File: config.mk
export PLATFORM = sky130hd
export DESIGN_NAME = postfix_expression_evaluator_top
export DESIGN_NICKNAME = d
export VERILOG_FILES = /design/src/rtl/pfe_pkg.sv /design/src/rtl/postfix_expression_evaluator_top.sv /design/src/rtl/pfe_front.sv /design/src/rtl/pfe_div.sv /design/src/rtl/pfe_back.sv
export SDC_FILE = /design/constraint.sdc
export NUM_CORES = 2
export LEC_CHECK = 0
export ABC_AREA = 0
export BUFFER_PORTS_ARGS = -buffer_cell sky130_fd_sc_hd__buf_2
export CORE_ASPECT_RATIO = 0.75
export CORE_MARGIN = 5
export CORE_UTILIZATION = 58
export CTS_CLUSTER_SIZE = 30
export DETAILED_ROUTE_END_ITERATION = 12
export HOLD_SLACK_MARGIN = 0.02
export PLACE_DENSITY = 0.77
export SLEW_MARGIN = 20
export SYNTH_ARGS = -nofsm -noshare
export SYNTH_HDL_FRONTEND = slang
export SYNTH_HIERARCHICAL = 1
export SYNTH_SLANG_ARGS = --single-unit
File: constraint.sdc
create_clock -name clk_i -period 22 [get_ports clk_i]
set_input_delay 3.3 -clock clk_i [delete_from_list [all_inputs] [get_ports clk_i]]
set_output_delay 3.3 -clock clk_i [all_outputs]
set_load 0.01 [all_outputs]
File: src/rtl/pfe_pkg.sv
// Package for the postfix expression evaluator.
// Holds the word types, token and status codes and sizing constants used by all modules.
// Depends on nothing.
`default_nettype none

package pfe_pkg;

  // Sizing constants.
  localparam int unsigned EXPR_LENGTH = 16;
  localparam int unsigned STACK_SLOTS = 16;
  localparam int unsigned DEPTH_W     = $clog2(STACK_SLOTS + 1);
  localparam int unsigned CNT_W       = $clog2(EXPR_LENGTH + 1);
  localparam int unsigned TOKQ_DEPTH  = 2;
  localparam int unsigned TOKQ_PTR_W  = $clog2(TOKQ_DEPTH);
  localparam int unsigned TOKQ_CNT_W  = $clog2(TOKQ_DEPTH + 1);
  localparam int unsigned DATA_W      = 32;

  // Token kinds.
  typedef enum logic [1:0] {
    KIND_ZERO  = 2'd0,
    KIND_VALUE = 2'd1,
    KIND_OPER  = 2'd2,
    KIND_END   = 2'd3
  } kind_e;

  // Operator codes; the codes above select are unknown.
  typedef enum logic [3:0] {
    OP_ADD = 4'd0,
    OP_SUB = 4'd1,
    OP_MUL = 4'd2,
    OP_DIV = 4'd3,
    OP_MOD = 4'd4,
    OP_NEG = 4'd5,
    OP_EQ  = 4'd6,
    OP_NE  = 4'd7,
    OP_GT  = 4'd8,
    OP_LT  = 4'd9,
    OP_GE  = 4'd10,
    OP_LE  = 4'd11,
    OP_SEL = 4'd12
  } op_e;

  // Result status codes.
  typedef enum logic [2:0] {
    ST_OK        = 3'd0,
    ST_OVERFLOW  = 3'd1,
    ST_UNDERFLOW = 3'd2,
    ST_DIVZERO   = 3'd3,
    ST_UNKNOWN   = 3'd4
  } status_e;

  // Input word.
  typedef struct packed {
    kind_e                      token_kind;
    logic [3:0]                 operator_code;
    logic signed [DATA_W-1:0]   operand_value;
  } in_word_t;

  // Result word.
  typedef struct packed {
    logic signed [DATA_W-1:0]   result_value;
    status_e                    status;
  } out_word_t;

  // Classified token passed from the front to the back.
  typedef struct packed {
    kind_e              kind;
    logic [3:0]         op;
    logic [DATA_W-1:0]  value;
    logic [1:0]         need;
    logic               unknown;
    logic               divmod;
  } tok_t;

  // Divider request and response.
  typedef struct packed {
    logic               start;
    logic [DATA_W-1:0]  dividend;
    logic [DATA_W-1:0]  divisor;
  } div_req_t;

  typedef struct packed {
    logic               done;
    logic [DATA_W-1:0]  quotient;
    logic [DATA_W-1:0]  remainder;
  } div_rsp_t;

endpackage

`default_nettype wire

File: src/rtl/postfix_expression_evaluator_top.sv
// Postfix expression evaluator: a front end with a two-word token queue and a stack back end.
// The word that ends an expression passes the token queue; its result is then registered.
// Throughput: one word per cycle for pushes and for operators other than divide and modulo,
// unless a result word waits for the result slot; divide and modulo wait for the bit-serial
// 32-bit back-end divider. Reset: rst_ni is asynchronous, active low; it empties the token queue
// and result slot and starts a new expression. Depends on pfe_pkg, pfe_front and pfe_back.
`default_nettype none

module postfix_expression_evaluator_top (
  input  wire                 clk_i,
  input  wire                 rst_ni,
  input  wire                 push,
  output logic                full,
  input  pfe_pkg::in_word_t   in_word_i,
  output logic                empty,
  input  wire                 pop,
  output pfe_pkg::out_word_t  out_word_o
);

  logic          tok_valid;
  logic          tok_pop;
  pfe_pkg::tok_t tok;

  // Accept and classify input words.
  pfe_front u_front (
    .clk_i       (clk_i),
    .rst_ni      (rst_ni),
    .push        (push),
    .full        (full),
    .in_word_i   (in_word_i),
    .tok_valid_o (tok_valid),
    .tok_o       (tok),
    .tok_pop_i   (tok_pop)
  );

  // Evaluate tokens and present results.
  pfe_back u_back (
    .clk_i       (clk_i),
    .rst_ni      (rst_ni),
    .tok_valid_i (tok_valid),
    .tok_i       (tok),
    .tok_pop_o   (tok_pop),
    .empty       (empty),
    .pop         (pop),
    .out_word_o  (out_word_o)
  );

endmodule

`default_nettype wire

File: src/rtl/pfe_front.sv
// Front end of the postfix expression evaluator: accepts input words, classifies them
// and holds them in a short token queue for the back end. Depends on pfe_pkg.
`default_nettype none

module pfe_front (
  input  wire                 clk_i,
  input  wire                 rst_ni,
  input  wire                 push,
  output logic                full,
  input  pfe_pkg::in_word_t   in_word_i,
  output logic                tok_valid_o,
  output pfe_pkg::tok_t       tok_o,
  input  wire                 tok_pop_i
);

  pfe_pkg::tok_t tokq_mem [pfe_pkg::TOKQ_DEPTH];

  logic [pfe_pkg::TOKQ_PTR_W-1:0] wr_ptr_q, wr_ptr_d;
  logic [pfe_pkg::TOKQ_PTR_W-1:0] rd_ptr_q, rd_ptr_d;
  logic [pfe_pkg::TOKQ_CNT_W-1:0] cnt_q, cnt_d;

  pfe_pkg::tok_t cls;
  logic          wr_en;
  logic          rd_en;

  // Classify the incoming word: operand count and special operators.
  always_comb begin
    cls.kind    = in_word_i.token_kind;
    cls.op      = in_word_i.operator_code;
    cls.value   = in_word_i.operand_value;
    cls.unknown = (in_word_i.operator_code > pfe_pkg::OP_SEL);
    cls.divmod  = (in_word_i.operator_code == pfe_pkg::OP_DIV) ||
                  (in_word_i.operator_code == pfe_pkg::OP_MOD);
    if (in_word_i.operator_code == pfe_pkg::OP_NEG) begin
      cls.need = 2'd1;
    end else if (in_word_i.operator_code == pfe_pkg::OP_SEL) begin
      cls.need = 2'd3;
    end else begin
      cls.need = 2'd2;
    end
  end

  // Queue handshakes and pointer updates.
  assign full        = (cnt_q == pfe_pkg::TOKQ_CNT_W'(pfe_pkg::TOKQ_DEPTH));
  assign tok_valid_o = (cnt_q != '0);
  assign tok_o       = tokq_mem[rd_ptr_q];
  assign wr_en       = push && !full;
  assign rd_en       = tok_pop_i && tok_valid_o;

  always_comb begin
    wr_ptr_d = wr_ptr_q;
    rd_ptr_d = rd_ptr_q;
    cnt_d    = cnt_q;
    if (wr_en) begin
      wr_ptr_d = wr_ptr_q + 1'b1;
    end
    if (rd_en) begin
      rd_ptr_d = rd_ptr_q + 1'b1;
    end
    if (wr_en && !rd_en) begin
      cnt_d = cnt_q + 1'b1;
    end else if (rd_en && !wr_en) begin
      cnt_d = cnt_q - 1'b1;
    end
  end

  always_ff @(posedge clk_i or negedge rst_ni) begin
    if (!rst_ni) begin
      wr_ptr_q <= '0;
      rd_ptr_q <= '0;
      cnt_q    <= '0;
    end else begin
      wr_ptr_q <= wr_ptr_d;
      rd_ptr_q <= rd_ptr_d;
      cnt_q    <= cnt_d;
    end
  end

  // Token storage needs no reset.
  always_ff @(posedge clk_i) begin
    if (wr_en) begin
      tokq_mem[wr_ptr_q] <= cls;
    end
  end

endmodule

`default_nettype wire

File: src/rtl/pfe_div.sv
// Iterative unsigned 32-bit divider, one quotient bit per cycle.
// Used by the back end for divide and modulo. Depends on pfe_pkg.
`default_nettype none

module pfe_div (
  input  wire                clk_i,
  input  wire                rst_ni,
  input  pfe_pkg::div_req_t  req_i,
  output pfe_pkg::div_rsp_t  rsp_o
);

  localparam int unsigned STEP_W = $clog2(pfe_pkg::DATA_W);

  logic                       busy_q, busy_d;
  logic                       done_q, done_d;
  logic [STEP_W-1:0]          step_q, step_d;
  logic [pfe_pkg::DATA_W-1:0] rem_q, rem_d;
  logic [pfe_pkg::DATA_W-1:0] quo_q, quo_d;
  logic [pfe_pkg::DATA_W-1:0] dvs_q, dvs_d;
  logic [pfe_pkg::DATA_W:0]   trial;

  // One restoring step: shift in the next dividend bit and try the subtraction.
  assign trial = {rem_q, quo_q[pfe_pkg::DATA_W-1]} - {1'b0, dvs_q};

  always_comb begin
    busy_d = busy_q;
    done_d = done_q;
    step_d = step_q;
    rem_d  = rem_q;
    quo_d  = quo_q;
    dvs_d  = dvs_q;
    if (req_i.start) begin
      busy_d = 1'b1;
      done_d = 1'b0;
      step_d = '1;
      rem_d  = '0;
      quo_d  = req_i.dividend;
      dvs_d  = req_i.divisor;
    end else if (busy_q) begin
      if (!trial[pfe_pkg::DATA_W]) begin
        rem_d = trial[pfe_pkg::DATA_W-1:0];
        quo_d = {quo_q[pfe_pkg::DATA_W-2:0], 1'b1};
      end else begin
        rem_d = {rem_q[pfe_pkg::DATA_W-2:0], quo_q[pfe_pkg::DATA_W-1]};
        quo_d = {quo_q[pfe_pkg::DATA_W-2:0], 1'b0};
      end
      step_d = step_q - 1'b1;
      if (step_q == '0) begin
        busy_d = 1'b0;
        done_d = 1'b1;
      end
    end
  end

  always_ff @(posedge clk_i or negedge rst_ni) begin
    if (!rst_ni) begin
      busy_q <= 1'b0;
      done_q <= 1'b0;
      step_q <= '0;
    end else begin
      busy_q <= busy_d;
      done_q <= done_d;
      step_q <= step_d;
    end
  end

  // Datapath registers need no reset.
  always_ff @(posedge clk_i) begin
    rem_q <= rem_d;
    quo_q <= quo_d;
    dvs_q <= dvs_d;
  end

  assign rsp_o.done      = done_q;
  assign rsp_o.quotient  = quo_q;
  assign rsp_o.remainder = rem_q;

endmodule

`default_nettype wire

File: src/rtl/pfe_back.sv
// Back end of the postfix expression evaluator: carries out tokens on the operand stack,
// tracks the expression length and error state, and holds the result word.
// Depends on pfe_pkg and pfe_div.
`default_nettype none

module pfe_back (
  input  wire                 clk_i,
  input  wire                 rst_ni,
  input  wire                 tok_valid_i,
  input  pfe_pkg::tok_t       tok_i,
  output logic                tok_pop_o,
  output logic                empty,
  input  wire                 pop,
  output pfe_pkg::out_word_t  out_word_o
);

  typedef enum logic {
    S_IDLE,
    S_DIV
  } state_e;

  state_e state_q, state_d;

  // Operand stack as a shift line: entry 0 is the top.
  logic [pfe_pkg::DATA_W-1:0]  stk_q [pfe_pkg::STACK_SLOTS];
  logic [pfe_pkg::DATA_W-1:0]  stk_d [pfe_pkg::STACK_SLOTS];
  logic                        stk_we;

  logic [pfe_pkg::DEPTH_W-1:0] depth_q, depth_d;
  logic [pfe_pkg::CNT_W-1:0]   cnt_q, cnt_d, cnt_n;
  logic                        disc_q, disc_d;
  logic                        out_valid_q, out_valid_d;
  pfe_pkg::out_word_t          out_q, emit_word;
  logic                        emit;
  logic                        mod_q, mod_d, qneg_q, qneg_d, rneg_q, rneg_d;

  logic [pfe_pkg::DATA_W-1:0]  a, b, c, alu_r, div_val;
  logic [pfe_pkg::DATA_W-1:0]  mag_a, mag_b;
  pfe_pkg::status_e            tok_st;
  logic [pfe_pkg::DATA_W-1:0]  tok_val;
  logic [1:0]                  tok_npop;
  logic                        start_div;
  logic                        out_free;
  logic                        lim;

  logic                        fin_go;
  pfe_pkg::status_e            fin_st;
  logic [1:0]                  fin_pop;
  logic [pfe_pkg::DATA_W-1:0]  fin_val;

  pfe_pkg::div_req_t           div_req;
  pfe_pkg::div_rsp_t           div_rsp;

  assign b = stk_q[0];
  assign a = stk_q[1];
  assign c = stk_q[2];
  assign mag_a = a[pfe_pkg::DATA_W-1] ? (pfe_pkg::DATA_W'(0) - a) : a;
  assign mag_b = b[pfe_pkg::DATA_W-1] ? (pfe_pkg::DATA_W'(0) - b) : b;

  assign out_free = !out_valid_q || pop;
  assign cnt_n    = cnt_q + 1'b1;
  assign lim      = (cnt_n >= pfe_pkg::CNT_W'(pfe_pkg::EXPR_LENGTH));

  // Divider for divide and modulo.
  assign div_req.start    = start_div && (state_q == S_IDLE) && tok_valid_i && !disc_q;
  assign div_req.dividend = mag_a;
  assign div_req.divisor  = mag_b;

  pfe_div u_div (
    .clk_i  (clk_i),
    .rst_ni (rst_ni),
    .req_i  (div_req),
    .rsp_o  (div_rsp)
  );

  // Sign fix-up of the divider result.
  always_comb begin
    if (mod_q) begin
      div_val = rneg_q ? (pfe_pkg::DATA_W'(0) - div_rsp.remainder) : div_rsp.remainder;
    end else begin
      div_val = qneg_q ? (pfe_pkg::DATA_W'(0) - div_rsp.quotient) : div_rsp.quotient;
    end
  end

  // Operators computed without the divider.
  always_comb begin
    case (pfe_pkg::op_e'(tok_i.op))
      pfe_pkg::OP_ADD: alu_r = a + b;
      pfe_pkg::OP_SUB: alu_r = a - b;
      pfe_pkg::OP_MUL: alu_r = a * b;
      pfe_pkg::OP_NEG: alu_r = pfe_pkg::DATA_W'(0) - b;
      pfe_pkg::OP_EQ:  alu_r = pfe_pkg::DATA_W'(a == b);
      pfe_pkg::OP_NE:  alu_r = pfe_pkg::DATA_W'(a != b);
      pfe_pkg::OP_GT:  alu_r = pfe_pkg::DATA_W'($signed(a) > $signed(b));
      pfe_pkg::OP_LT:  alu_r = pfe_pkg::DATA_W'($signed(a) < $signed(b));
      pfe_pkg::OP_GE:  alu_r = pfe_pkg::DATA_W'($signed(a) >= $signed(b));
      pfe_pkg::OP_LE:  alu_r = pfe_pkg::DATA_W'($signed(a) <= $signed(b));
      pfe_pkg::OP_SEL: alu_r = (c != '0) ? a : b;
      default:         alu_r = '0;
    endcase
  end

  // Status and pushed value of a push or operator token.
  always_comb begin
    tok_st    = pfe_pkg::ST_OK;
    tok_val   = alu_r;
    tok_npop  = tok_i.need;
    start_div = 1'b0;
    if (tok_i.kind == pfe_pkg::KIND_OPER) begin
      if (tok_i.unknown) begin
        tok_st = pfe_pkg::ST_UNKNOWN;
      end else if (depth_q < pfe_pkg::DEPTH_W'(tok_i.need)) begin
        tok_st = pfe_pkg::ST_UNDERFLOW;
      end else if (tok_i.divmod && (b == '0)) begin
        tok_st = pfe_pkg::ST_DIVZERO;
      end else begin
        start_div = tok_i.divmod;
      end
    end else begin
      tok_npop = 2'd0;
      tok_val  = (tok_i.kind == pfe_pkg::KIND_VALUE) ? tok_i.value : '0;
      if (depth_q == pfe_pkg::DEPTH_W'(pfe_pkg::STACK_SLOTS)) begin
        tok_st = pfe_pkg::ST_OVERFLOW;
      end
    end
  end

  // Sequencing of tokens, expression bookkeeping and result emission.
  always_comb begin
    state_d   = state_q;
    depth_d   = depth_q;
    cnt_d     = cnt_q;
    disc_d    = disc_q;
    mod_d     = mod_q;
    qneg_d    = qneg_q;
    rneg_d    = rneg_q;
    tok_pop_o = 1'b0;
    emit      = 1'b0;
    emit_word = '{result_value: '0, status: pfe_pkg::ST_OK};
    stk_we    = 1'b0;
    fin_go    = 1'b0;
    fin_st    = pfe_pkg::ST_OK;
    fin_pop   = 2'd0;
    fin_val   = '0;

    case (state_q)
      S_IDLE: begin
        if (tok_valid_i) begin
          if (tok_i.kind == pfe_pkg::KIND_END) begin
            if (disc_q) begin
              tok_pop_o = 1'b1;
              depth_d   = '0;
              cnt_d     = '0;
              disc_d    = 1'b0;
            end else if (out_free) begin
              tok_pop_o = 1'b1;
              emit      = 1'b1;
              if (depth_q == '0) begin
                emit_word.status = pfe_pkg::ST_UNDERFLOW;
              end else begin
                emit_word.result_value = b;
              end
              depth_d = '0;
              cnt_d   = '0;
            end
          end else if (disc_q) begin
            tok_pop_o = 1'b1;
            if (lim) begin
              depth_d = '0;
              cnt_d   = '0;
              disc_d  = 1'b0;
            end else begin
              cnt_d = cnt_n;
            end
          end else if (start_div) begin
            tok_pop_o = 1'b1;
            state_d   = S_DIV;
            mod_d     = (tok_i.op == pfe_pkg::OP_MOD);
            qneg_d    = a[pfe_pkg::DATA_W-1] ^ b[pfe_pkg::DATA_W-1];
            rneg_d    = a[pfe_pkg::DATA_W-1];
          end else begin
            fin_go  = 1'b1;
            fin_st  = tok_st;
            fin_pop = tok_npop;
            fin_val = tok_val;
          end
        end
      end
      S_DIV: begin
        if (div_rsp.done) begin
          fin_go  = 1'b1;
          fin_pop = 2'd2;
          fin_val = div_val;
        end
      end
      default: state_d = S_IDLE;
    endcase

    // Completion of a push or operator token.
    if (fin_go && (out_free || ((fin_st == pfe_pkg::ST_OK) && !lim))) begin
      if (state_q == S_IDLE) begin
        tok_pop_o = 1'b1;
      end else begin
        state_d = S_IDLE;
      end
      if (fin_st != pfe_pkg::ST_OK) begin
        emit             = 1'b1;
        emit_word.status = fin_st;
        depth_d          = '0;
        if (lim) begin
          cnt_d  = '0;
          disc_d = 1'b0;
        end else begin
          cnt_d  = cnt_n;
          disc_d = 1'b1;
        end
      end else begin
        stk_we  = 1'b1;
        depth_d = depth_q - pfe_pkg::DEPTH_W'(fin_pop) + 1'b1;
        if (lim) begin
          emit                   = 1'b1;
          emit_word.result_value = fin_val;
          depth_d                = '0;
          cnt_d                  = '0;
        end else begin
          cnt_d = cnt_n;
        end
      end
    end

    // Result slot occupancy.
    out_valid_d = out_valid_q && !pop;
    if (emit) begin
      out_valid_d = 1'b1;
    end
  end

  // Next stack contents: pop the operands and push the new top.
  always_comb begin
    stk_d[0] = fin_val;
    for (int i = 1; i < pfe_pkg::STACK_SLOTS; i++) begin
      stk_d[i] = stk_q[i];
      case (fin_pop)
        2'd0: stk_d[i] = stk_q[i-1];
        2'd2: begin
          if (i < pfe_pkg::STACK_SLOTS - 1) begin
            stk_d[i] = stk_q[i+1];
          end
        end
        2'd3: begin
          if (i < pfe_pkg::STACK_SLOTS - 2) begin
            stk_d[i] = stk_q[i+2];
          end
        end
        default: stk_d[i] = stk_q[i];
      endcase
    end
  end

  // Control state and result slot.
  always_ff @(posedge clk_i or negedge rst_ni) begin
    if (!rst_ni) begin
      state_q     <= S_IDLE;
      depth_q     <= '0;
      cnt_q       <= '0;
      disc_q      <= 1'b0;
      out_valid_q <= 1'b0;
      mod_q       <= 1'b0;
      qneg_q      <= 1'b0;
      rneg_q      <= 1'b0;
    end else begin
      state_q     <= state_d;
      depth_q     <= depth_d;
      cnt_q       <= cnt_d;
      disc_q      <= disc_d;
      out_valid_q <= out_valid_d;
      mod_q       <= mod_d;
      qneg_q      <= qneg_d;
      rneg_q      <= rneg_d;
    end
  end

  // Stack entries and result word need no reset.
  always_ff @(posedge clk_i) begin
    if (stk_we) begin
      stk_q <= stk_d;
    end
    if (emit) begin
      out_q <= emit_word;
    end
  end

  assign empty      = !out_valid_q;
  assign out_word_o = out_q;

endmodule

`default_nettype wire
# Word level (Yosys, flattened, before mapping)
# Memories as Yosys holds them, arrays and structs flattened.
# Cells that the tools add are included.
word_totals:
  regBits: 670
  latch_bits: 0
  ram_bits: 84
  rom_bits: 0
  input_bits: 42
  output_inout_bits: 37
  wordCells: 268
  n_memories: 1
op_classes:
  addsub: 15
  mul: 1
  div_mod_pow: 0
  n_lt_le_gt_ge: 7
  eq_ne: 25
  shift: 0
  n_mux: 133
  bitwise: 4
  n_reduce_logical: 46
mem_list:
  columns: ["memory", "words", "word_bits", "read_ports", "rd_ports_with_merged_regs", "wr", "line", "text"]
  rows:
  - ["u_front.tokq_mem", 2, 42, 1, 0, 1, "pfe_front.sv:16", "pfe_pkg::tok_t tokq_mem [pfe_pkg::TOKQ_DEPTH];"]
op_table:
  columns: ["operator", "n"]
  rows:
  - ["$pmux W32 S3", 13]
  - ["$mux W32", 18]
  - ["$pmux W32 S11", 1]
  - ["$mux W35", 6]
  - ["$pmux W32 S2", 2]
  - ["$sub A1 B32 Y32 const A", 4]
  - ["$mux W5", 18]
  - ["$mux W1", 52]
  - ["$sub A33 B32 Y33", 1]
  - ["$add A32 B32 Y32", 1]
  - ["$eq A32 B32 Y1", 1]
  - ["$ge A32 B32 Y1", 1]
  - ["$gt A32 B32 Y1", 1]
  - ["$le A32 B32 Y1", 1]
  - ["$logic_not A32 Y1", 1]
  - ["$lt A32 B32 Y1", 1]
  - ["$mul A32 B32 Y32", 1]
  - ["$ne A32 B32 Y1", 1]
  - ["$reduce_bool A32 Y1", 1]
  - ["$sub A32 B32 Y32", 1]
  - ["$mux W31", 1]
  - ["$mux W3", 9]
  - ["$eq A4 B3 Y1 const B", 6]
  - ["$eq A4 B4 Y1 const B", 6]
  - ["32 further kinds", 83]

# Depth between registers and ports, before layout
logic_depth:
  depth_word: 20
  ltp_mapped: 29

# By module
# Netlist, hierarchy kept.
modules_own_cells:
  columns: ["module", "n_inst", "cells_per_inst", "area_each_um2", "seq_area_each_um2"]
  rows:
  - ["pfe_back", 1, 5739, 50681.1, 16826.1]
  - ["pfe_div", 1, 608, 6003.3, 2737.6]
  - ["pfe_front", 1, 159, 3485.8, 2622.5]

# Worst setup path before layout
# OpenSTA, ideal clock, no wires.
synth_path:
  path_kind: "in2reg"
  start: "input pop"
  end: "register u_back.stk_q (netlist bit u_back/a[0]), enable pin"
  setup_ns: 1.335
  arrival_ns: 23.546
  required_ns: 20.665
  path_slack_ns: -2.882
  path_stages: 3
  cell_sequence: "nand2b_1 > o21ai_0 > a21oi_1"
synth_between:
  elab_chain_len: 5
synth_lines:
  columns: ["element", "line", "text"]
  rows:
  - ["start, declared", "postfix_expression_evaluator_top.sv:16", "input wire pop,"]
  - ["$logic_or A1 B1 Y1", "pfe_back.sv:60", "assign out_free = !out_valid_q || pop;"]
  - ["$logic_or A1 B1 Y1", "pfe_back.sv:200", "if (fin_go && (out_free || ((fin_st == pfe_pkg::ST_OK) && !lim))) begin"]
  - ["$logic_and A1 B1 Y1", "pfe_back.sv:200", null]
  - ["$mux W1", "pfe_back.sv:200", null]
  - ["$reduce_and A2 Y1 (no source line)", null, null]
  - ["end signal, assigned", "pfe_back.sv:286", "stk_q <= stk_d;"]
  - ["end, declared", "pfe_back.sv:25", "logic [pfe_pkg::DATA_W-1:0] stk_q [pfe_pkg::STACK_SLOTS];"]
# Every way passes these cells.
# A chain may end at the register's enable or synchronous reset.

==> reports/qor.txt <==
Reg power frac = 51.4%
r2r startpoint = u_back/b[3]
nets = 7,017
Internal = 0.00240 W
Worst VDD drop = 0.0827 mV
max incr delay on CP = 1.04 ns
NetSw = 0.000713 W
share of cells above drive strength 1 = 7.58%
EDFF count, synth = 695
die area = 110,000 um^2
crit path time final = 8.83 ns
crit start category = register
DR DRC count = 0
postcts setup bufs = 0
number of global-route vias before repair = 48,000
First DRT Iteration DRCs = 6,961
Syn Inst Count = 6,506
routability congestion estimate = 1.04
Final period util = 40.2%
Max Slew Vio Count = 0
CTS root buf = clkbuf_16
flop and latch count out of synthesis = 754
top_reg_cell synth = edfxtp_1
vias per inst = 6.49
Hold Buf Count CTS = 0
DRT Pass-1 Iters = 9
CTS sink count = 754
Crit. path cell count = 24
core area = 103,000 um^2
width of the die = 382 um
leak pwr = 25.5 nW
syn_nets = 7,195
H-tree Lvls = 3
largest net degree at the start of global routing = 203
commonest non-fill, non-tap cell in the layout = nand2_1
Setup CP Type = register to register
grt ovf = 0
cts bufs inserted = 77
DR vias = 50,300
die height = 289 um
Critical Path Start = u_back/b[3]
WP buf/inv = 6
Worst Tran Pin Value = 1.31 ns
Hold Slack = 0.475 ns
CP Capture Type = register
Register-to-Register Setup Slack = 13.17 ns
delay-heaviest family, CP = adder cells
R2R cell count = 24
HP Class = register to register
clock skew = 0.0367 ns
Setup-failing EPs final = 0
Fmax = 113 MHz
ANT nets after route = 0
FF-to-FF End = u_back/out_word_o[20]
DP HPWL = 134,000 um
average wire per standard cell = 24.8 um
Clock transition at path regs = 0.07 ns
Req. time, crit path = 22.43 ns
synth warn = 6
count of cell types in the netlist = 95
post-synthesis sequential area ratio = 36.9%
asr flop ratio synth = 3.58%
status = complete, no violations
gr usage total = 34.3%
switching share of power = 22.9%
Critical-path top delay cell = a2111oi_0
crit path to = u_back/out_word_o[20]
Rel. slew slack = 10.1%
PortBufs = 78
initial antenna violation count = 13
Rows = 102
Max Root-Sink Buffers = 3
power per cell area = 48.7 nW/um^2
Clk pwr share = 43.9%
setup tns final = 0 ns
CTS tree = done
worst-path fanout max = 33
cts repair resizes = 0
Final Hold Vio Count = 0
power share of the combinational group = 4.7%
area fraction of the dominant cell type after synthesis = 34.7%
commonest cells after routing, fill and taps aside = nand2_1, edfxtp_1, nor2_1, inv_1, a31oi_1
crit-path most repeated cell = fa_1
total I/O pin count = 79
overall routed net length = 192,000 um
initial core utilization = 58.4%
RSZ-0062 raised after global routing = false
cells along the critical path = buf_4, inv_1, nor2_1, fa_1, inv_1, fa_1, fa_1, inv_1, fa_1, ha_1, ha_1, inv_1, fa_1, inv_1, fa_1, ha_1, or3_1, o21ai_0, a31oi_1, nor3b_1, nor3_1, a2111oi_0, o21ai_0, a22o_1
area grow syn2layout = 6.42%
post-synth top area cell = edfxtp_1
Avg Synthesized Cell Area = 9.25 um^2
Max-cap violations = 0
worst endpoint data arrival time = 9.27 ns
mapped cell area = 60,200 um^2
later-pin clock latency in the skew report = 0.69 ns
first-pass GRT wire length = 291,000 um
top cells by area, synth = edfxtp_1, fa_1, nand2_1, ha_1, a31oi_1
[state kept, by name, summed over array words and instances, names as in the netlist, 2 cells and up]
signal,cells
u_back/stk_q,416
u_front/tokq_mem,84
u_back/out_word_o,35
u_back/a,32
u_back/b,32
u_back/c,32
u_back/u_div/dvs_q,32
u_back/u_div/quo_q,32
u_back/u_div/rem_q,32
u_back/cnt_q,5
u_back/depth_q,5
u_back/u_div/step_q,5
u_front/cnt_q,2
[area by class of cell]
class                      instances  area [um^2]
antenna                            7         17.5
tap                             1352         1690
clock inverter                    38          539
multi-input combinational       4778        34300
sequential                       754        22200
timing repair buffer             197         1300
inverter                         520         1970
fill                            8589        39100
clock buffer                      97         2020
[per-layer routing]
metal,global-route usage [%],part of all wire [%],routed length [um]
met1,49.6,41,79200
met2,46.6,39,75700
met3,13.2,15,28900
met4,12.8,4.3,8350
met5,0,0.021,41
[power by group through the flow]
stage                     registers (W)  logic [W]  clock network [W]
after global placement          0.00163   0.000137                  0
after CTS                       0.00160   0.000140            0.00139
after global routing            0.00160   0.000152            0.00145
after floorplan                 0.00163  0.0000850                  0
final                           0.00160   0.000147            0.00137
after detailed placement        0.00163   0.000139                  0
[worst min-delay path by stage]
stage,startpoint,to,slack (ns),cells past startpoint
after CTS,u_back/stk_q[36],u_back/stk_q[4],0.47,0
after detailed placement,u_back/stk_q[41],u_back/stk_q[9],0.46,0
after global placement,u_back/stk_q[41],u_back/stk_q[9],0.46,0
final,u_back/stk_q[42],u_back/stk_q[10],0.47,0
after floorplan,u_back/stk_q[32],u_back/stk_q[0],0.45,0
after global routing,u_back/stk_q[39],u_back/stk_q[7],0.48,0
[stage by stage]
step	std cells	setup WS [ns]	utilization, %	power, W	area [um^2]
global route	7737	13.10	62.1	0.00321	64000
global placement	7601	13.70	59.6	0.00177	61400
floorplan	6506	6.53	-	0.00171	60200
finish	7743	13.17	62.1	0.00312	64000
CTS	7736	13.48	62.1	0.00313	64000
detailed placement	7601	13.56	59.6	0.00177	61400
[synthesized netlist by cell type (all sizes together), types with 167 or more instances]
cell,instances
ha,235
nor2,660
edfxtp,695
and2,246
xnor2,184
a21oi,187
a31oi,438
nand2,1223
clkbuf,380
inv,518
o21ai,167
fa,412
[logic make-up after synthesis]
| kind of cell | count (synthesis) | share of synthesized area (%) |
|---|---|---|
| AOI/OAI and AO/OA | 1207 | 13.2 |
| muxes | 139 | 2.79 |
| xor gates and xnor gates | 257 | 3.76 |
| adders and majority gates | 647 | 18.6 |
| buffers and inverters | 974 | 6.28 |
| and+or+nand+nor | 2528 | 18.5 |
| DFF | 754 | 36.9 |
No activity file was read; power rests on OpenSTA's default activity.
